$ cat src/sv/qdsa_pkg.sv
package qdsa_pkg;

    localparam int ADC_BITS_DEF      = 12;
    localparam int CORDIC_STAGES_DEF = 16;
    localparam int TAB_LEN           = 24;
    localparam int Q15_MAX           = 32767;
    localparam int NQ_W              = 17;   // signed q1.15
    localparam int M_W               = 16;   // magnitude q.15
    localparam int CW                = 48;   // cordic datapath
    localparam int ZW                = 26;   // angle, 1/65536 degree
    localparam logic [15:0] GEOM_RESET = 16'd18939;
    localparam int ADDR_GEOM         = 0;
    localparam int DEG_ONE           = 65536;

    typedef struct packed {
        logic vld;
        logic err;
        logic ctr;
    } t_ctl;

    function automatic logic signed [ZW-1:0] atan_tab(input int i);
        logic signed [ZW-1:0] v;
        case (i)
            0: v = 26'sd2949120;
            1: v = 26'sd1740967;
            2: v = 26'sd919879;
            3: v = 26'sd466945;
            4: v = 26'sd234379;
            5: v = 26'sd117304;
            6: v = 26'sd58666;
            7: v = 26'sd29335;
            8: v = 26'sd14668;
            9: v = 26'sd7334;
            10: v = 26'sd3667;
            11: v = 26'sd1833;
            12: v = 26'sd917;
            13: v = 26'sd458;
            14: v = 26'sd229;
            15: v = 26'sd115;
            16: v = 26'sd57;
            17: v = 26'sd29;
            18: v = 26'sd14;
            19: v = 26'sd7;
            20: v = 26'sd4;
            21: v = 26'sd2;
            22: v = 26'sd1;
            default: v = '0;
        endcase
        return v;
    endfunction

endpackage

$ cat src/sv/qdsa_sqrt.sv
// pipelined integer square root of a 31-bit value, rounded to nearest
module qdsa_sqrt (
    input  logic        i_clk,
    input  logic        i_rst_n,
    input  logic        i_vld,
    input  logic [31:0] i_val,
    output logic        o_vld,
    output logic [16:0] o_root
);
    import qdsa_pkg::*;

    localparam int NS = 16;

    logic [31:0] r_v  [NS+1];
    logic [33:0] r_rm [NS+1];
    logic [16:0] r_rt [NS+1];
    logic        r_ok [NS+1];

    always_comb begin
        r_v[0]  = i_val;
        r_rm[0] = '0;
        r_rt[0] = '0;
        r_ok[0] = i_vld;
    end

    for (genvar s = 0; s < NS; s++) begin : g_st
        logic [33:0] n_tr;
        logic [33:0] n_tst;
        logic        n_ge;
        always_comb begin
            n_tr  = {r_rm[s][31:0], r_v[s][31-2*s -: 2]};
            n_tst = {15'd0, r_rt[s], 2'b01};
            n_ge  = n_tr >= n_tst;
        end
        always_ff @(posedge i_clk) begin
            r_rm[s+1] <= n_ge ? n_tr - n_tst : n_tr;
            r_rt[s+1] <= {r_rt[s][15:0], n_ge};
            r_v[s+1]  <= r_v[s];
            if (!i_rst_n) begin
                r_ok[s+1] <= 1'b0;
            end else begin
                r_ok[s+1] <= r_ok[s];
            end
        end
    end

    // remainder v - r^2 greater than r: round up
    logic [16:0] r_out;
    logic        r_ov;
    always_ff @(posedge i_clk) begin
        r_out <= (r_rm[NS] > {17'd0, r_rt[NS]}) ? r_rt[NS] + 17'd1 : r_rt[NS];
        if (!i_rst_n) begin
            r_ov <= 1'b0;
        end else begin
            r_ov <= r_ok[NS];
        end
    end
    assign o_vld  = r_ov;
    assign o_root = r_out;
endmodule

$ cat config.mk
export PLATFORM = sky130hd
export DESIGN_NAME = qdsa_sqrt
export DESIGN_NICKNAME = d
export VERILOG_FILES = /design/src/sv/qdsa_pkg.sv /design/src/sv/qdsa_sqrt.sv
export SDC_FILE = /design/constraint.sdc
export NUM_CORES = 1
export LEC_CHECK = 0
export ABC_AREA = 1
export BUFFER_PORTS_ARGS = -buffer_cell sky130_fd_sc_hd__buf_2
export CELL_PAD_IN_SITES_DETAIL_PLACEMENT = 1
export CELL_PAD_IN_SITES_GLOBAL_PLACEMENT = 1
export CORE_MARGIN = 2
export CORE_UTILIZATION = 29
export DETAILED_ROUTE_END_ITERATION = 8
export GPL_ROUTABILITY_DRIVEN = 1
export GPL_TIMING_DRIVEN = 0
export PLACE_DENSITY_LB_ADDON = 0.25
export SYNTH_ARGS = -nofsm -noshare
export SYNTH_HDL_FRONTEND = slang
export SYNTH_SLANG_ARGS = --single-unit
export TNS_END_PERCENT = 30
$ cat constraint.sdc
create_clock -name i_clk -period 3.46 [get_ports i_clk]
set_input_delay 0.692 -clock i_clk [delete_from_list [all_inputs] [get_ports i_clk]]
set_output_delay 0.692 -clock i_clk [all_outputs]
set_load 0.1 [all_outputs]
After elaboration in Yosys (flattened, before gate mapping) --
Cells that the tools add are included.
Word-level totals: bits in registers 895, input port bits 35, output and inout port bits 18, logic and storage cells 118
Operators by class: add/sub/neg operators 17, magnitude comparators 17, multiplexer cells 17
Operator list (count):
- 32-bit two-way mux | 14
- 34-bit by 10-bit >= comparator with 1-bit output | 1
- 34-bit by 11-bit >= comparator with 1-bit output | 1
- 34-bit by 12-bit >= comparator with 1-bit output | 1
- 34-bit by 13-bit >= comparator with 1-bit output | 1
- 34-bit by 14-bit >= comparator with 1-bit output | 1
- 34-bit by 15-bit >= comparator with 1-bit output | 1
- 34-bit by 16-bit >= comparator with 1-bit output | 1
- 34-bit by 17-bit >= comparator with 1-bit output | 1
- 34-bit by 3-bit >= comparator with 1-bit output | 1
- 34-bit by 4-bit >= comparator with 1-bit output | 1
- 34-bit by 5-bit >= comparator with 1-bit output | 1
- 34-bit by 6-bit >= comparator with 1-bit output | 1
- 34-bit by 7-bit >= comparator with 1-bit output | 1
- 34-bit by 8-bit >= comparator with 1-bit output | 1
- 34-bit by 9-bit >= comparator with 1-bit output | 1
- 34-bit by 16-bit greater-than comparator with 1-bit output | 1
- 34-bit two-way mux | 1
- 34-bit by 17-bit subtractor with 34-bit output | 1
- 32-bit by 10-bit subtractor with 32-bit output | 1
- 32-bit by 11-bit subtractor with 32-bit output | 1
- 32-bit by 12-bit subtractor with 32-bit output | 1
- 32-bit by 13-bit subtractor with 32-bit output | 1
- 32-bit by 14-bit subtractor with 32-bit output | 1
- other kinds (14) | 14

Longest topological paths before layout --
Gate-level depths: netlist of run 1.
depth in word-level cells 2, depth in mapped cells 16, gate-level depth less buffers 16

Least setup slack after synthesis of run 1 --
OpenSTA, ideal clock, no wires.
path type register to register, from register r_rt, in the netlist g_st[7].n_tst[3], to register r_rm, in the netlist g_st[8].n_tr[27], library setup time 122 ps, arrival 1774 ps, setup slack 1564 ps, cell stages (with the launch flop) 12, path buffers 1, path through dfxtp_1 > inv_1 > ha_1 > a21oi_2 > o21ai_2 > a21boi_2 > inv_1 > nand2_2 > nand3b_1 > nor2_4 > buf_4 > a21oi_1
Between the ends: cells in the longest elaborated chain, start to end 2, elaborated cells on any way between the ends 3, those cells by class 1 x add/sub; 1 x order compare; 1 x mux
RTL lines:
- from (decl) | line qdsa_sqrt.sv:16 | logic [16:0] r_rt [NS+1];
- from (signal, indexed assignment) | line qdsa_sqrt.sv:37 | r_rt[s+1] <= {r_rt[s][15:0], n_ge};
- 32-bit by 9-bit subtractor with 32-bit output or 34-bit by 9-bit >= comparator with 1-bit output (tied branches) | line qdsa_sqrt.sv:36, qdsa_sqrt.sv:33
- 32-bit two-way mux * | line qdsa_sqrt.sv:36 | r_rm[s+1] <= n_ge ? n_tr - n_tst : n_tr;
- to (signal, indexed assignment) | line qdsa_sqrt.sv:36
- to (decl) | line qdsa_sqrt.sv:15 | logic [33:0] r_rm [NS+1];
Every way passes the cells marked *; elsewhere a longest branch is shown, timed or not. A chain may end at the register's enable or synchronous reset.

Worst setup path in the final report of run 1 --
from register r_rt, in the netlist g_st[7].n_tst[3], to register r_rm, in the netlist g_st[8].n_tr[3]
Between the ends: cells in the longest elaborated chain, start to end 2
RTL lines:
- 34-bit by 9-bit >= comparator with 1-bit output | line qdsa_sqrt.sv:33 | n_ge = n_tr >= n_tst;
- 32-bit two-way mux | line qdsa_sqrt.sv:36
Every way passes these cells.

==> results of run 1 <==
synth_stat cells (3+ instances only):
cell type     n
o21bai_1     10
a21boi_2      4
a21oi_2      13
nor3_1      126
a31oi_1       3
nand3_2       4
nand4_1     111
nand2_2      15
or2_2        30
nor4_1       23
ha_1        172
a21oi_1     297
buf_4        10
a21o_1       17
nor2_1      638
xnor2_1     106
and3_1        6
inv_1       805
inv_2         7
o2111ai_1     4
nand3_1     268
nor3b_1       4
and2_1        7
clkbuf_1      4
nor3_2        3
xor2_1      110
o21ai_2      30
nor2_2        9
o21ai_1      31
buf_6        20
nand2_1    1409
o21a_1        6
o21ai_0     182
dfxtp_1     878
buf_2        19
nand3b_1     58
nor2_4        9
o211ai_1      4
state kept, by name, indices dropped and copies added, names as in the netlist:
name        flops
r_ok           16
o_vld           1
r_rm           34
o_root         17
r_rt           16
g_st.n_tst    120
r_v           210
g_st.n_tr     464
worst paths after layout:
path,end,slack [ns],cells past startpoint
max,g_st[8].n_tr[3],0.75,11
min,r_v[506],0.08,1
max reg2reg,g_st[8].n_tr[3],0.75,11
min reg2reg,r_v[331],0.32,0
layer usage:
layer  part of all wire  vias to the layer above  track usage
li1                   -                    17666            -
met1               0.46                    16466        0.228
met2               0.48                      434        0.311
met3              0.031                      196       0.0259
met4              0.029                        2       0.0528
met5            0.00010                        -            0
kinds of logic (layout without fill, tap and decap cells):
group	after synthesis	count (layout)	share of synthesized area
and+or+nand+nor	2736	2736	0.292
DFF	878	878	0.437
buffers and inverters	868	1106	0.0865
AOI/OAI and AO/OA	609	609	0.0845
xor gates and xnor gates	216	216	0.0470
adders and majority gates	172	172	0.0535
other	1	1	0.0000932
metrics by stage:
step	power [W]	hold slack, ns	utilization	setup slack (ns)
global placement	0.0223	0.310	0.310	0.759
global route	0.0353	0.0289	0.336	0.562
detailed placement	0.0224	0.313	0.310	0.751
floorplan	0.0192	0.310	-	1.56
finish	0.0331	0.0774	0.336	0.755
CTS	0.0336	0.0155	0.336	0.737
area by class of cell:
class	count	area, um^2
Clock inverter	56	682
Fill cell	16929	91400
Clock buffer	131	2810
Timing Repair Buffer	51	255
Buffer	53	410
Tap cell	1794	2240
Inverter	815	3070
Multi-Input combinational cell	3734	19200
Sequential cell	878	17600
where the power goes:
group	internal, W	switching [W]
sequential	0.0121	0.00194
combinational	0.00262	0.00546
clock	0.00648	0.00451
total	0.0212	0.0119
==> summary.txt, run 1 <==
Status = complete, no violations
R2R Path Start = g_st[7].n_tst[3]
Crit path required time = 3.97 ns
DR pass1 iterations = 5
Most used DFF post-synth = dfxtp_1
Max Cap Viol = 0
Fin area = 46200 um^2
DR iter-0 viols = 1803
Final Routed Wirelength = 126000 um
Commonest non-fill, non-tap cells in the layout = nand2_1 (1409), dfxtp_1 (878), inv_1 (805)
Clk_skew = 0.0297 ns
First-pass GRT wire length = 199000 um
RSZ-0062 raised after global routing = no
Core Rows = 136
Yosys warning total = 0
Clock sinks = 878
Depth of the CTS H-tree = 3
Slew Viols, Final = 0
Number of I/O pins = 53
Mapped Cells = 5480
Critical-path cell list = inv_1, ha_1, a21oi_2, o21ai_2, a21boi_2, inv_1, nand2_2, nand3b_1, nor2_4, buf_6, o21ai_0
WL per Instance = 16.8 um
Area grow syn2layout = 14.9%
# hold bufs at CTS = 0
CP max stage delay = 0.42 ns
Number of synthesized flops with an enable pin = 0
Synth Net Count = 5687
Commonest non-fill, non-tap cell in the layout = nand2_1
CTS root buf = clkbuf_16
Max frequency = 370 MHz
Initial antenna violation count = 2
Dpl cells = 7325
Starting density of the core = 0.292
Post-synthesis sequential area ratio = 0.437
Vias per cell = 4.63
Setup CP Type = flip-flop to flip-flop
Worst-Skew Late Latency = 0.71 ns
Die extent in x = 376 um
Area share of the largest cell type after synthesis = 0.437
Cell Area, Placed = 42700 um^2
Min-delay src = i_val[26]
Crit Path Max Fanout = 10
Slew @ Worst Pin = 0.775 ns
Mean Syn Cell Area = 7.34 um^2
Worst Hold Class = input port to flip-flop
Final std cells w/o fill = 7512
Largest net degree at the start of global routing = 15
CORE AREA = 138000 um^2
CTS tree = built
Seq cells post-synth = 878
CP max stage cell = dfxtp_1
GRT overflow = 0
Vias in the first global route = 36143
Syn Std Cell Area = 40200 um^2
Critical path endpoint category = flip-flop
Maximum vdd drop = 0.000495 V
Chip Height = 376 um
Total Routing Usage GR = 0.179
Via Count = 34764
DRT antenna net count = 0
Crit-path most repeated cell = inv_1
Slew headroom = 0.478
Die ar. = 142000 um^2
Setup Viol. Count Final = 0
Nets = 5840
DRC viols = 0
Routability congestion estimate = 0.893
Pwr Density = 715 nW/um^2
Setup TNS Final = 0 ns
Number of CTS-inserted buffers = 100
Post-CTS sizing = 0
Buf+Inv Stages, Crit Path = 3
Postcts setup bufs = 0
Worst Path Arrival = 3.22 ns
Leading area contributor after synthesis = dfxtp_1
ANT cells = 0
PortBufs = 51
HPWL after DPL = 104000 um
CTS clk-pin slew, worst paths = 0.06 ns
FFs w/ async S/R, synth = 0
Critical path startpoint category = flip-flop
Static leakage = 22.3 nW
Netlist cell types = 58
CP startpoint = g_st[7].n_tst[3]
Period minus WS final = 2.71 ns
CTS max path bufs = 3
Layout cells sized above 1 = 0.0722
Fin. Hold Viols = 0
Tcrit/Tclk final = 0.782
CP top delay family = compound AO/OA/AOI/OAI gates
Top post-synthesis cells by area = dfxtp_1 (44%), nand2_1 (13%), inv_1 (7.5%), nor2_1 (6.0%), ha_1 (5.3%)
(Power assumes the default switching activity.)
==> run 2, diff against run 1 <==
==> constraint.sdc (replaced) <==
create_clock -name i_clk -period 2.7 [get_ports i_clk]
set_input_delay 0.54 -clock i_clk [delete_from_list [all_inputs] [get_ports i_clk]]
set_output_delay 0.54 -clock i_clk [all_outputs]
set_load 0.1 [all_outputs]
==> run 2 against run 1 <==
Against the previous run:
- first-iteration DRC count is 7.9% lower
- core utilization rose by 0.30 points
- setup slack lost 0.61 ns
- largest cell class unchanged
- largest power group unchanged
==> summary.txt, run 2 (synthesis gave the netlist of run 1 again) <==
Top sig layer = met5
DR WL met3 = 3910 um
Die ar. = 142000 um^2
Static leakage = 22.5 nW
Max frequency = 391 MHz
Chip Height = 376 um
WL per Instance = 16.8 um
Critical path endpoint category = flip-flop
Worst hold margin = 0.201 ns
Nets = 5877
Max Cap Viol = 0
Status = complete, no violations
Crit path required time = 3.26 ns
Final Routed Wirelength = 127000 um
Maximum vdd drop = 0.000635 V
M1 WL = 59000 um
Worst-Skew Late Latency = 0.71 ns
CTS max path bufs = 3
Setup CP Type = flip-flop to flip-flop
Dpl cells = 7325
Pwr Density = 910 nW/um^2
Core Rows = 136
Depth of the CTS H-tree = 3
Clk_skew = 0.0300 ns
First-pass GRT wire length = 200000 um
HPWL after DPL = 104000 um
DRT antenna net count = 0
Worst Hold Class = input port to flip-flop
Commonest non-fill, non-tap cell in the layout = nand2_1
Slew headroom = 0.486
Tcrit/Tclk final = 0.946
DRC viols = 0
Fin. Hold Viols = 0
Final std cells w/o fill = 7549
PortBufs = 51
Routability congestion estimate = 0.893
Commonest non-fill, non-tap cells in the layout = nand2_1 (1407), dfxtp_1 (878), inv_1 (805)
RSZ-0062 raised after global routing = no
Max reg flops = 464
Area grow syn2layout = 15.9%
Period minus WS final = 2.55 ns
CTS clk-pin slew, worst paths = 0.06 ns
Via Count = 34918
Clock sinks = 878
Vias per cell = 4.63
Hold Crit Depth = 3
GRT overflow = 0
ANT cells = 0
CTS root buf = clkbuf_16
CP max stage cell = dfxtp_1
Critical-path cell list = inv_1, ha_1, clkbuf_1, nand2_1, o21ai_4, nand2_2, nand3b_4, nor2_4, buf_6, a21oi_1
Place WS = -0.00901 ns
Slew @ Worst Pin = 0.763 ns
Register-to-Register Path Depth = 10
Setup Viol. Count Final = 0
CTS tree = built
CP max stage delay = 0.40 ns
DR iter-0 viols = 1661
Largest net degree at the start of global routing = 15
Starting density of the core = 0.292
Critical path startpoint category = flip-flop
Worst Path Arrival = 3.11 ns
Setup TNS Final = 0 ns
Die extent in x = 376 um
Design Power = 0.0424 W
Slew Viols, Final = 0
Worst Setup Slack, final = 0.145 ns
Layout cells sized above 1 = 0.0738
CORE AREA = 138000 um^2
Crit Path Max Fanout = 10
Initial antenna violation count = 2
DR pass1 iterations = 5
Number of CTS-inserted buffers = 100
Total Routing Usage GR = 0.179
Vias in the first global route = 36332
Number of I/O pins = 53
Wire length on met2 = 60400 um
run 2: cell count changes in the layout (fill, tap and decap cells not counted), sizes merged:
cell	before	now
clkbuf	135	139
buf	100	99
dlygate4sd3	0	34
run 2: area by class of cell:
type,count,area [um^2]
flip-flops and latches,878,17600
fillers,16910,91000
clock buffers,131,2810
clock inverters,56,682
multi-input cells,3734,19200
repair buffers,88,618
well taps,1794,2240
inverters,815,3070
plain buffers,53,423
run 2: metrics by stage:
step,instance area (um^2),util
global route,46600,0.339
floorplan,40200,-
CTS,46600,0.338
detailed placement,42700,0.310
finish,46600,0.339
global placement,42700,0.310
run 2: final timing paths:
| kind | end | startpoint | slack (ns) |
|---|---|---|---|
| setup reg to reg | g_st[9].n_tr[24] | g_st[8].n_tst[5] | 0.15 |
| hold / removal | r_ok[0] | i_rst_n | 0.20 |
| setup / recovery | g_st[9].n_tr[24] | g_st[8].n_tst[5] | 0.15 |
| hold reg to reg | r_v[331] | r_v[363] | 0.32 |
run 2: timing repair:
item / CTS / global route
buffers inserted: 1 / 2
endpoints found under the setup margin: 3 / 57
resized for setup: 1 / 17
hold buffers: 34 / 0
pin swaps: 1 / 1
hold endpoints to repair: 34 / 0
run 2: power breakdown:
group / total (W) / internal [W] / switching [W]
sequential: 0.0180 / 0.0155 / 0.00250
clock: 0.0141 / 0.00830 / 0.00578
combinational: 0.0104 / 0.00339 / 0.00701
run 2: worst max-delay path: cells and delay by family, from the launching register on:
kind,cells,cell delay (ns)
buffers and inverters,3,0.53
adders and majority gates,1,0.27
AOI/OAI and AO/OA,2,0.65
and+or+nand+nor,4,0.57
DFF,1,0.40
run 2: per-layer routing:
metal  track usage  vias up
li1              -    17728
met4        0.0528        2
met3        0.0259      193
met1         0.229    16557
met2         0.313      438
met5             0        -
