## config.mk

```make
export PLATFORM = sky130hd
export DESIGN_NAME = qdsa_div
export DESIGN_NICKNAME = d
export VERILOG_FILES = /design/src/sv/qdsa_pkg.sv /design/src/sv/qdsa_div.sv
export SDC_FILE = /design/constraint.sdc
export NUM_CORES = 1
export LEC_CHECK = 0
export BUFFER_PORTS_ARGS = -buffer_cell sky130_fd_sc_hd__buf_4
export CORE_UTILIZATION = 55
export CTS_CLUSTER_DIAMETER = 60
export DETAILED_ROUTE_END_ITERATION = 6
export GPL_TIMING_DRIVEN = 1
export PLACE_DENSITY = 0.74
export SKIP_LAST_GASP = 1
export SLEW_MARGIN = 15
export SYNTH_ARGS = -nofsm -noshare
export SYNTH_HDL_FRONTEND = slang
export SYNTH_SLANG_ARGS = --single-unit
```

## constraint.sdc

```tcl
create_clock -name i_clk -period 2.5 [get_ports i_clk]
set_input_delay 0.25 -clock i_clk [delete_from_list [all_inputs] [get_ports i_clk]]
set_output_delay 0.25 -clock i_clk [all_outputs]
set_load 0.05 [all_outputs]
```

## src/sv/qdsa_pkg.sv

```systemverilog
package qdsa_pkg;

    localparam int ADC_BITS_DEF      = 12;
    localparam int CORDIC_STAGES_DEF = 16;
    localparam int TAB_LEN           = 24;
    localparam int Q15_MAX           = 32767;
    localparam int NQ_W              = 17;   // signed q1.15
    localparam int M_W               = 16;   // magnitude q.15
    localparam int CW                = 48;   // cordic datapath
    localparam int ZW                = 26;   // angle, 1/65536 degree
    localparam logic [15:0] GEOM_RESET = 16'd18939;
    localparam int ADDR_GEOM         = 0;
    localparam int DEG_ONE           = 65536;

    typedef struct packed {
        logic vld;
        logic err;
        logic ctr;
    } t_ctl;

    function automatic logic signed [ZW-1:0] atan_tab(input int i);
        logic signed [ZW-1:0] v;
        case (i)
            0: v = 26'sd2949120;
            1: v = 26'sd1740967;
            2: v = 26'sd919879;
            3: v = 26'sd466945;
            4: v = 26'sd234379;
            5: v = 26'sd117304;
            6: v = 26'sd58666;
            7: v = 26'sd29335;
            8: v = 26'sd14668;
            9: v = 26'sd7334;
            10: v = 26'sd3667;
            11: v = 26'sd1833;
            12: v = 26'sd917;
            13: v = 26'sd458;
            14: v = 26'sd229;
            15: v = 26'sd115;
            16: v = 26'sd57;
            17: v = 26'sd29;
            18: v = 26'sd14;
            19: v = 26'sd7;
            20: v = 26'sd4;
            21: v = 26'sd2;
            22: v = 26'sd1;
            default: v = '0;
        endcase
        return v;
    endfunction

endpackage

```

## src/sv/qdsa_div.sv

```systemverilog
// pipelined restoring divider: q = (num*32768 + den/2) / den, one bit per stage,
// then saturate to q1.15 and apply the sign
module qdsa_div #(
    parameter int ADC_BITS = qdsa_pkg::ADC_BITS_DEF
) (
    input  logic                         i_clk,
    input  logic                         i_rst_n,
    input  logic                         i_vld,
    input  logic [ADC_BITS+1:0]          i_mag,
    input  logic                         i_neg,
    input  logic [ADC_BITS+1:0]          i_den,
    output logic                         o_vld,
    output logic signed [qdsa_pkg::NQ_W-1:0] o_q
);
    import qdsa_pkg::*;

    localparam int DW = ADC_BITS + 2;
    localparam int NW = DW + 16;     // dividend width
    localparam int QB = 17;          // quotient bits (quotient <= 32768)
    localparam int RW = DW + 1;

    logic [NW-1:0] r_num [QB+1];
    logic [RW-1:0] r_rem [QB+1];
    logic [QB-1:0] r_q   [QB+1];
    logic [DW-1:0] r_den [QB+1];
    logic          r_neg [QB+1];
    logic          r_v   [QB+1];

    logic [NW-1:0] n_dvd;
    assign n_dvd = NW'({i_mag, 15'd0}) + NW'(i_den >> 1);

    // num < den*2^QB, so the bits above the quotient range seed the remainder
    always_ff @(posedge i_clk) begin
        r_num[0] <= n_dvd;
        r_rem[0] <= RW'(n_dvd[NW-1:QB]);
        r_q[0]   <= '0;
        r_den[0] <= i_den;
        r_neg[0] <= i_neg;
        if (!i_rst_n) begin
            r_v[0] <= 1'b0;
        end else begin
            r_v[0] <= i_vld;
        end
    end

    for (genvar s = 0; s < QB; s++) begin : g_st
        logic [RW:0]   n_tr;
        logic [RW-1:0] n_rm;
        logic          n_ge;
        always_comb begin
            n_tr = {r_rem[s], r_num[s][QB-1-s]};
            n_ge = n_tr >= {2'b0, r_den[s]};
            n_rm = n_ge ? RW'(n_tr - {2'b0, r_den[s]}) : RW'(n_tr);
        end
        always_ff @(posedge i_clk) begin
            r_rem[s+1] <= n_rm;
            r_q[s+1]   <= {r_q[s][QB-2:0], n_ge};
            r_num[s+1] <= r_num[s];
            r_den[s+1] <= r_den[s];
            r_neg[s+1] <= r_neg[s];
            if (!i_rst_n) begin
                r_v[s+1] <= 1'b0;
            end else begin
                r_v[s+1] <= r_v[s];
            end
        end
    end

    logic [QB-1:0] n_qs;
    always_comb begin
        n_qs = (r_q[QB] > QB'(Q15_MAX)) ? QB'(Q15_MAX) : r_q[QB];
    end

    assign o_vld = r_v[QB];
    assign o_q   = r_neg[QB] ? -$signed({1'b0, n_qs[15:0]}) : $signed({1'b0, n_qs[15:0]});
endmodule

```

### After elaboration in Yosys (flattened, before gate mapping)

Memory sizes are Yosys's and may differ from the RTL's.
Index checks and enable logic that the tools add are counted.

| cells by class | value |
|---|---|
| add/sub/neg operators | 19 |
| $lt $le $gt $ge | 18 |
| mux-type cells | 39 |
| bitwise operators | 18 |

Operator list:

| operator | number |
|---|---|
| $ge 16x14->1 | 17 |
| $mux 15 | 17 |
| $sub 15x14->15 | 17 |
| $add 29x13->30 | 1 |
| $mux 1 | 20 |
| $or 1x1->1 | 18 |
| $gt 17x15->1 const B | 1 |
| $mux 17 | 1 |
| $neg 16->17 | 1 |
| $mux 16 | 1 |

| word-level totals | value |
|---|---|
| flip-flop bits (word level) | 0 |
| bits in writable memories | 1,404 |
| input bits | 32 |
| output and inout port bits | 18 |
| word-level logic and storage cells | 100 |
| memories | 6 |

Memories:

| memory | words | width | read ports | clocked after Yosys merged registers in | wr ports | line | text |
|---|---|---|---|---|---|---|---|
| r_num | 18 | 30 | 17 | 0 | 18 | qdsa_div.sv:22 | `logic [NW-1:0] r_num [QB+1];` |
| r_q | 18 | 17 | 18 | 0 | 18 | qdsa_div.sv:24 | `logic [QB-1:0] r_q [QB+1];` |
| r_rem | 18 | 15 | 17 | 0 | 18 | qdsa_div.sv:23 | `logic [RW-1:0] r_rem [QB+1];` |
| r_den | 18 | 14 | 17 | 0 | 18 | qdsa_div.sv:25 | `logic [DW-1:0] r_den [QB+1];` |
| r_neg | 18 | 1 | 18 | 0 | 18 | qdsa_div.sv:26 | `logic r_neg [QB+1];` |
| r_v | 18 | 1 | 18 | 0 | 18 | qdsa_div.sv:27 | `logic r_v [QB+1];` |

### Longest topological paths before layout

Gate-level depths: netlist (run 1).
An unclocked memory read counts as a cell.

| depth | value |
|---|---|
| depth after elaboration | 5 |
| gate-level depth with buffers | 13 |
| mapped depth without buffers | 11 |

### Worst setup path after synthesis (run 1)

Ideal clock, no wire load.

| path | value |
|---|---|
| path kind | flip-flop to output port |
| start | mem r_q[17][16] |
| end | out o_q[14] (netlist name) |
| data arrival time | 3.432 ns |
| data required time | 2.250 ns |
| slack | -1.182 ns |
| cell stages (with the launch flop) | 12 |
| path buffers | 2 |
| path through | dfxtp_1 -> or2_2 -> clkbuf_1 -> clkbuf_1 -> nor2_1 -> ha_1 -> nand2b_1 -> or4_1 -> nor2_1 -> nand2_1 -> nor3_1 -> o311ai_0 |

RTL lines:

| element | line | text |
|---|---|---|
| start: declaration | qdsa_div.sv:24 |  |
| end: declaration | qdsa_div.sv:13 | `output logic signed [qdsa_pkg::NQ_W-1:0] o_q` |

==> results_dict.tcl, run 1 <==
set metrics [dict create \
    yosys_most_used_dff "sky130_fd_sc_hd__dfxtp_1" \
    post-route-period-util_pct 125 \
    synth.yosys.seq_area_share_pct 49.0 \
    vias 20900 \
    postSynth.asyncResetShare_pct 0 \
    path_cells "or3_1 > or3_4 > or4_4 > nand2b_4 > nor2_4 > o21ai_1 > o311ai_1 > buf_4" \
    ctsHtreeMaxLevel 3 \
    via_per_inst 5.34 \
    layout.nets 3473 \
    critical_path.startpoint "r_q[17][1]$_DFF_P_" \
    fin_ws_ns -0.637 \
    synthDominantAreaCellType "sky130_fd_sc_hd__dfxtp_1" \
    yosysMostFrequentCell "sky130_fd_sc_hd__dfxtp_1" \
    slowest_delay_ns 0.46 \
    timing.fmax_ghz 0.319 \
    max-slew-margin-rel_pct 48.7 \
    p_leak_nw 16.1 \
    number_of_warnings_issued_by_yosys 0 \
    maxSlewViolCount 0 \
    timing.hold.worst.class "in2reg" \
    place_congestion 0.903 \
    grt_first_pass_wirelength_um 100000 \
    worst_ep_required_time_ns 2.25 \
    synth-edff-count 0 \
    total_power_mw 49.2 \
    clock-root-buffer "sky130_fd_sc_hd__clkbuf_16" \
    cp-start-kind "flip-flop" \
    worst_r2r_startpoint "r_num[4][12]$_DFF_P_" \
    drcViolationCount 0 \
    post-route-util_pct 69.3 \
    die_w_um 227 \
    netlist_instances 2861 \
    yosys.cell_types.count 71 \
    wirelength_um 62900 \
    power_density_nw_per_um2 1420 \
    grt_setup_unrepaired "true" \
    mappedNetlistNets 3147 \
    drv.max_cap_violation_count 0 \
    finalHoldViolations 0 \
    netlist.area_leader.share_pct 49.0 \
    library_cell_contributing_the_largest_single_delay_on_the_critical_path "sky130_fd_sc_hd__or4_4" \
    core.rowCount 82 \
    dp_hpwl_um 43800 \
    worst_hold_slack_ns 0.294 \
    route.antenna.remaining_nets 0 \
    grt_antenna_before_repair 1 \
    worst_ep_arrival_time_ns 2.89 \
    synthTopCellsByArea "sky130_fd_sc_hd__dfxtp_1 (49%), sky130_fd_sc_hd__ha_1 (11%), sky130_fd_sc_hd__o21ai_0 (4.8%)" \
    rr_worst_depth 11 \
    path_class "reg2out" \
    n_fill_cell 3647 \
    io_pins 50 \
    port_buffers 49 \
    timing_worst_slew_pin_value_ns 0.750 \
    synth_commonest_cells "sky130_fd_sc_hd__dfxtp_1 (682), sky130_fd_sc_hd__inv_1 (295), sky130_fd_sc_hd__o21ai_0 (265)" \
    first_iter_violations 1233 \
    wl_per_cell_um 16.1 \
    die_area_um2 51500 \
    floorplan.core_area_um2 50100 \
    cts_buffer_depth 3 \
    register_bit_total_from_synthesis 682 \
    synth_area_um2 27800 \
    overflow 0 \
    pin_count_of_the_biggest_net_entering_global_routing 26 \
    drive_above_1_share_pct 20.3 \
    initial_cell_density_of_the_core_pct 55.6 \
    tritoncts_num_sinks 682 \
    status "complete, but fails checks" \
    syn_to_final_growth_pct 24.6 \
    skew_ns 0.0227 \
    synth.avg_cell_area_um2 9.73 \
    setup_viol_count_final 30 \
    numCtsBuffers 72 \
    critical_path_peak_fanout 3 \
    drtPass1Iterations 5 \
    first_global_vias 20900 \
    worst_hold_startpoint "i_den[2]" \
    clk-insertion-delay-late_ns 0.61 \
    worst_supply_voltage_drop_on_vdd_mv 0.683 \
    die_h_um 227 \
    cts.reportedPaths.clkPinSlew_ns 0.06 \
    grt.total_usage_pct 24.0 \
    cts_tree "yes" \
    setup_crit_end_kind "primary output" \
    layout_min_cycle_time_ns 3.14 \
    reg2reg_to "r_rem[5][5]$_DFF_P_" \
    rrSetupSlack_ns -0.09 \
    holdPathEnd "r_den[0][2]$_DFF_P_" \
    min_path_cells 2 \
    violations "negative setup slack" \
]
==> report_power, final <==
part / total (mW) / switching (mW) / internal, mW
registers: 16.0 / 1.89 / 14.2
clock network: 10.8 / 4.38 / 6.44
logic: 22.3 / 11.5 / 10.8
total: 49.2 / 17.8 / 31.4
==> placed cells by master, fill, tap and decap left out, types with 67 or more instances in the layout <==
cell | Yosys | layout
sky130_fd_sc_hd__a21o_1 | 111 | 111
sky130_fd_sc_hd__a21oi_1 | 164 | 133
sky130_fd_sc_hd__buf_4 | 1 | 222
sky130_fd_sc_hd__clkbuf_16 | 0 | 74
sky130_fd_sc_hd__dfxtp_1 | 682 | 651
sky130_fd_sc_hd__ha_1 | 238 | 222
sky130_fd_sc_hd__inv_1 | 295 | 288
sky130_fd_sc_hd__nand2_1 | 223 | 212
sky130_fd_sc_hd__nor2_1 | 157 | 136
sky130_fd_sc_hd__o21ai_0 | 265 | 213
sky130_fd_sc_hd__xnor2_1 | 105 | 105
sky130_fd_sc_hd__xor2_1 | 71 | 67
==> worst max-delay path, delay by kind of cell, from the launching register on <==
kind                   cells  cell delay, ns
buffers and inverters      1            0.26
flip-flops                 1            0.32
AND/OR/NAND/NOR            5            1.52
AO/OA/AOI/OAI              2            0.18
==> area by class of cell <==
type | instances | area [um^2] | area share (%)
inverter | 295 | 1110 | 3.20
sequential | 682 | 13700 | 39.5
clock buffer | 95 | 2000 | 5.76
timing repair buffer | 308 | 2770 | 7.97
tap | 672 | 841 | 2.42
antenna | 1 | 2.50 | 0.00721
multi-input combinational | 1828 | 13800 | 39.9
clock inverter | 36 | 452 | 1.30
==> worst max-delay path by stage <==
| stage | slack, ns | end | depth (start not counted) |
|---|---|---|---|
| floorplan | -0.19 | o_q[11] | 5 |
| global placement | -0.38 | r_rem[9][9]$_DFF_P_ | 11 |
| detailed placement | -0.50 | r_rem[9][2]$_DFF_P_ | 11 |
| CTS | -0.58 | o_q[13] | 7 |
| global route | -0.70 | o_q[11] | 8 |
| finish | -0.64 | o_q[11] | 8 |
==> cells by family (layout without fill, tap and decap cells) <==
group | Yosys count | in the layout | share of synthesized area, %
compound gates | 708 | 708 | 15.6
xor+xnor | 176 | 176 | 5.54
fa+ha+maj | 254 | 254 | 11.8
buf+inv | 351 | 734 | 4.95
flops | 682 | 682 | 49.0
mux | 53 | 53 | 2.21
other cells | 0 | 1 | 0
simple gates | 637 | 637 | 10.8
==> layer usage <==
metal  track usage (%)  up-vias  share of wire (%)
li1                  -    10400                  -
met1              29.2     9918                 43
met2              42.8      459                 50
met3              3.70      141                3.7
met4              8.53        0                3.2
met5                 0        -                  0
==> state kept, by name, summed over array words and instances, names as in the netlist <==
register  count
r_num        32
r_v          18
r_rem       240
r_q         153
r_den       221
r_neg        18
==> metrics by stage <==
stage	std cells	worst slack, ns	instance area, um^2	TNS (ns)
finish	3917	-0.637	34700	-6.78
global route	3917	-0.698	34700	-12.10
CTS	3886	-0.583	33700	-7.37
detailed placement	3699	-0.500	30400	-14.04
global placement	3699	-0.378	30400	-8.55
floorplan	2861	-0.191	28100	-0.784
==> repair_timing <==
item | in CTS | in global routing
hold buffers | 32 | 0
pin swaps | 30 | 59
endpoints found under the setup margin | 121 | 221
gates resized for setup | 107 | 214
cloned | 5 | 4
endpoints found under the hold margin | 47 | 0
setup buffers | 19 | 29
Note: power is estimated with default switching activity, not from simulation.
==> run 2, diff against run 1 <==
--- a/config.mk
+++ b/config.mk
@@ -7,6 +7,7 @@
 export LEC_CHECK = 0
 export BUFFER_PORTS_ARGS = -buffer_cell sky130_fd_sc_hd__buf_4
 export CORE_UTILIZATION = 55
+export CTS_BUF_LIST = sky130_fd_sc_hd__clkbuf_8
 export CTS_CLUSTER_DIAMETER = 60
 export DETAILED_ROUTE_END_ITERATION = 6
 export GPL_TIMING_DRIVEN = 1
==> results_dict.tcl, run 2 (same netlist as run 1, synthesis figures left out) <==
set metrics [dict create \
    cts_buffer_depth 3 \
    largest_register_ffs 240 \
    drv.max_cap_violation_count 0 \
    path_cells "or3_1 > or3_4 > or4_4 > nand2b_4 > nor2_4 > o21ai_0 > o311ai_1 > buf_4" \
    final_common_cell "sky130_fd_sc_hd__dfxtp_1" \
    drtPass1Iterations 5 \
    p_leak_nw 16.2 \
    grt_first_pass_wirelength_um 98500 \
    route.antenna.remaining_nets 0 \
    die_w_um 227 \
    overflow 0 \
    die_area_um2 51500 \
    floorplan.core_area_um2 50100 \
    skew_ns 0.0396 \
    top_usage_layer "met2" \
    power_density_nw_per_um2 1390 \
    vias 21100 \
    first_global_vias 20900 \
    ctsHtreeMaxLevel 3 \
    setup_crit_end_kind "primary output" \
    timing_worst_slew_pin_value_ns 0.931 \
    drive_above_1_share_pct 21.5 \
    violations "negative setup slack" \
    placement.cell_area_um2 30400 \
    combinationalPowerShare_pct 45.6 \
    max-slew-margin-rel_pct 36.3 \
    timing.fmax_ghz 0.303 \
    power_switching_mw 17.7 \
    slowest_delay_ns 0.47 \
    post-route-util_pct 69.2 \
    layout_common_cells "sky130_fd_sc_hd__dfxtp_1 (652), sky130_fd_sc_hd__inv_1 (314), sky130_fd_sc_hd__buf_4 (222)" \
    via_per_inst 5.28 \
    final-instance-count-excl-fill 3987 \
    die_h_um 227 \
    grt.total_usage_pct 23.5 \
    setup_viol_count_final 33 \
    cts.reportedPaths.clkPinSlew_ns 0.06 \
    layout.nets 3506 \
    grt_use_met1_pct 28.7 \
    timing.hold.worst.class "in2reg" \
    path_class "reg2out" \
    worst_ep_required_time_ns 2.25 \
    regMostFlops "r_rem" \
    layout_min_cycle_time_ns 3.30 \
    clk-insertion-delay-late_ns 0.72 \
    cp_top_family "simple AND/OR/NAND/NOR gates" \
    wirelength_um 61600 \
    status "complete, but fails checks" \
    pin_count_of_the_biggest_net_entering_global_routing 26 \
    drcViolationCount 0 \
    tritoncts_num_sinks 682 \
    numCtsBuffers 107 \
    worst_ep_arrival_time_ns 3.05 \
    worst_supply_voltage_drop_on_vdd_mv 0.554 \
    power_switching_share_pct 36.7 \
    groute.layer.met2.usage_pct 41.4 \
    place_congestion 0.903 \
    cp-start-kind "flip-flop" \
    wl_per_cell_um 15.5 \
    post-route-period-util_pct 132 \
    cts_tree "yes" \
    first_iter_violations 1173 \
    finalHoldViolations 0 \
    critical_path.n_buffers_inverters 1 \
    maxSlewViolCount 0 \
    grt_antenna_before_repair 2 \
    power_frac_clock_pct 21.2 \
    io_pins 50 \
    grt_setup_unrepaired "true" \
    dp_hpwl_um 43800 \
    worst_setup_slack_after_placement_ns -0.500 \
    initial_cell_density_of_the_core_pct 55.6 \
    final_design_area_no_fill_um2 34700 \
    port_buffers 49 \
    power_report.internal_total_mw 30.5 \
    clock-root-buffer "sky130_fd_sc_hd__clkbuf_8" \
    fin_ws_ns -0.804 \
    p_seq_share_pct 33.3 \
    n_fill_cell 3654 \
    top_regs "r_rem x240, r_den x221, r_q x153" \
    core.rowCount 82 \
    syn_to_final_growth_pct 24.5 \
    library_cell_contributing_the_largest_single_delay_on_the_critical_path "sky130_fd_sc_hd__or4_4" \
    critical_path_peak_fanout 3 \
    numPlacedInstances 3699 \
    global_route.usage.met3_pct 4.00 \
]
run 2: cell types whose count changed in the layout (fill, tap and decap cells not counted), moves of 6 or more:
cell	before	now
sky130_fd_sc_hd__clkbuf_1	12	0
sky130_fd_sc_hd__clkbuf_16	74	4
sky130_fd_sc_hd__clkbuf_8	11	140
sky130_fd_sc_hd__clkinv_2	14	20
sky130_fd_sc_hd__inv_1	288	314
sky130_fd_sc_hd__nand2_2	7	13
run 2: worst paths after layout:
kind              slack [ns]            startpoint                   end  cells past startpoint
setup / recovery       -0.80    r_q[17][1]$_DFF_P_               o_q[11]                      8
hold / removal          0.17              i_mag[0]  r_num[0][15]$_DFF_P_                      2
setup reg to reg       -0.11  r_num[4][12]$_DFF_P_   r_rem[5][5]$_DFF_P_                     11
hold reg to reg         0.32     r_q[3][1]$_DFF_P_     r_q[4][2]$_DFF_P_                      0
run 2: power by group through the flow:
stage	logic, mW	registers (mW)	clock network [mW]
floorplan	14.2	15.3	0
global placement	18.7	16.0	0
detailed placement	19.3	16.1	0
CTS	20.1	15.9	10.5
global route	24.2	16.3	11.0
finish	22.0	16.0	10.2
run 2: worst reg2reg max path: stages (launching register included):
cell                      delay [ns]
sky130_fd_sc_hd__dfxtp_2        0.32
sky130_fd_sc_hd__inv_2          0.08
sky130_fd_sc_hd__ha_4           0.16
sky130_fd_sc_hd__fa_2           0.22
sky130_fd_sc_hd__nor2b_2        0.05
sky130_fd_sc_hd__o21ai_2        0.17
sky130_fd_sc_hd__a21oi_2        0.10
sky130_fd_sc_hd__o41a_1         0.35
sky130_fd_sc_hd__a311o_1        0.43
sky130_fd_sc_hd__a21oi_4        0.16
sky130_fd_sc_hd__buf_12         0.15
sky130_fd_sc_hd__mux2_4         0.30
run 2: through the flow:
stage	hold slack, ns	total power, mW	setup TNS (ns)
2_1_floorplan	0.278	29.6	-0.784
6_report	0.172	48.2	-8.84
3_3_place_gp	0.310	34.7	-8.55
5_1_grt	0.139	51.6	-13.09
4_1_cts	0.114	46.5	-8.24
3_5_place_dp	0.312	35.4	-14.04
run 2: layout make-up:
| cell class | instances | area, um^2 | share of cell area, % |
|---|---|---|---|
| clock inverters | 62 | 523 | 1.51 |
| well taps | 672 | 841 | 2.43 |
| clock buffers | 140 | 1930 | 5.56 |
| inverters | 295 | 1110 | 3.20 |
| flip-flops and latches | 682 | 13700 | 39.5 |
| repair buffers | 305 | 2740 | 7.89 |
| multi-input cells | 1829 | 13800 | 39.9 |
| diodes | 2 | 5.00 | 0.0144 |
run 2: repair_timing:
action                                 CTS  global route
endpoints found under the hold margin   47             0
buffers inserted                        21            24
setup endpoints to repair              120           214
hold buffers                            32             0
pin swaps                               27            59
resized for setup                       96           218
gates cloned                             3             7
run 2: metal layers:
layer / part of all wire [%] / up-vias
met5: 0 / -
met4: 3.1 / 0
met3: 3.4 / 154
met2: 50 / 440
met1: 44 / 9959
li1: - / 10500
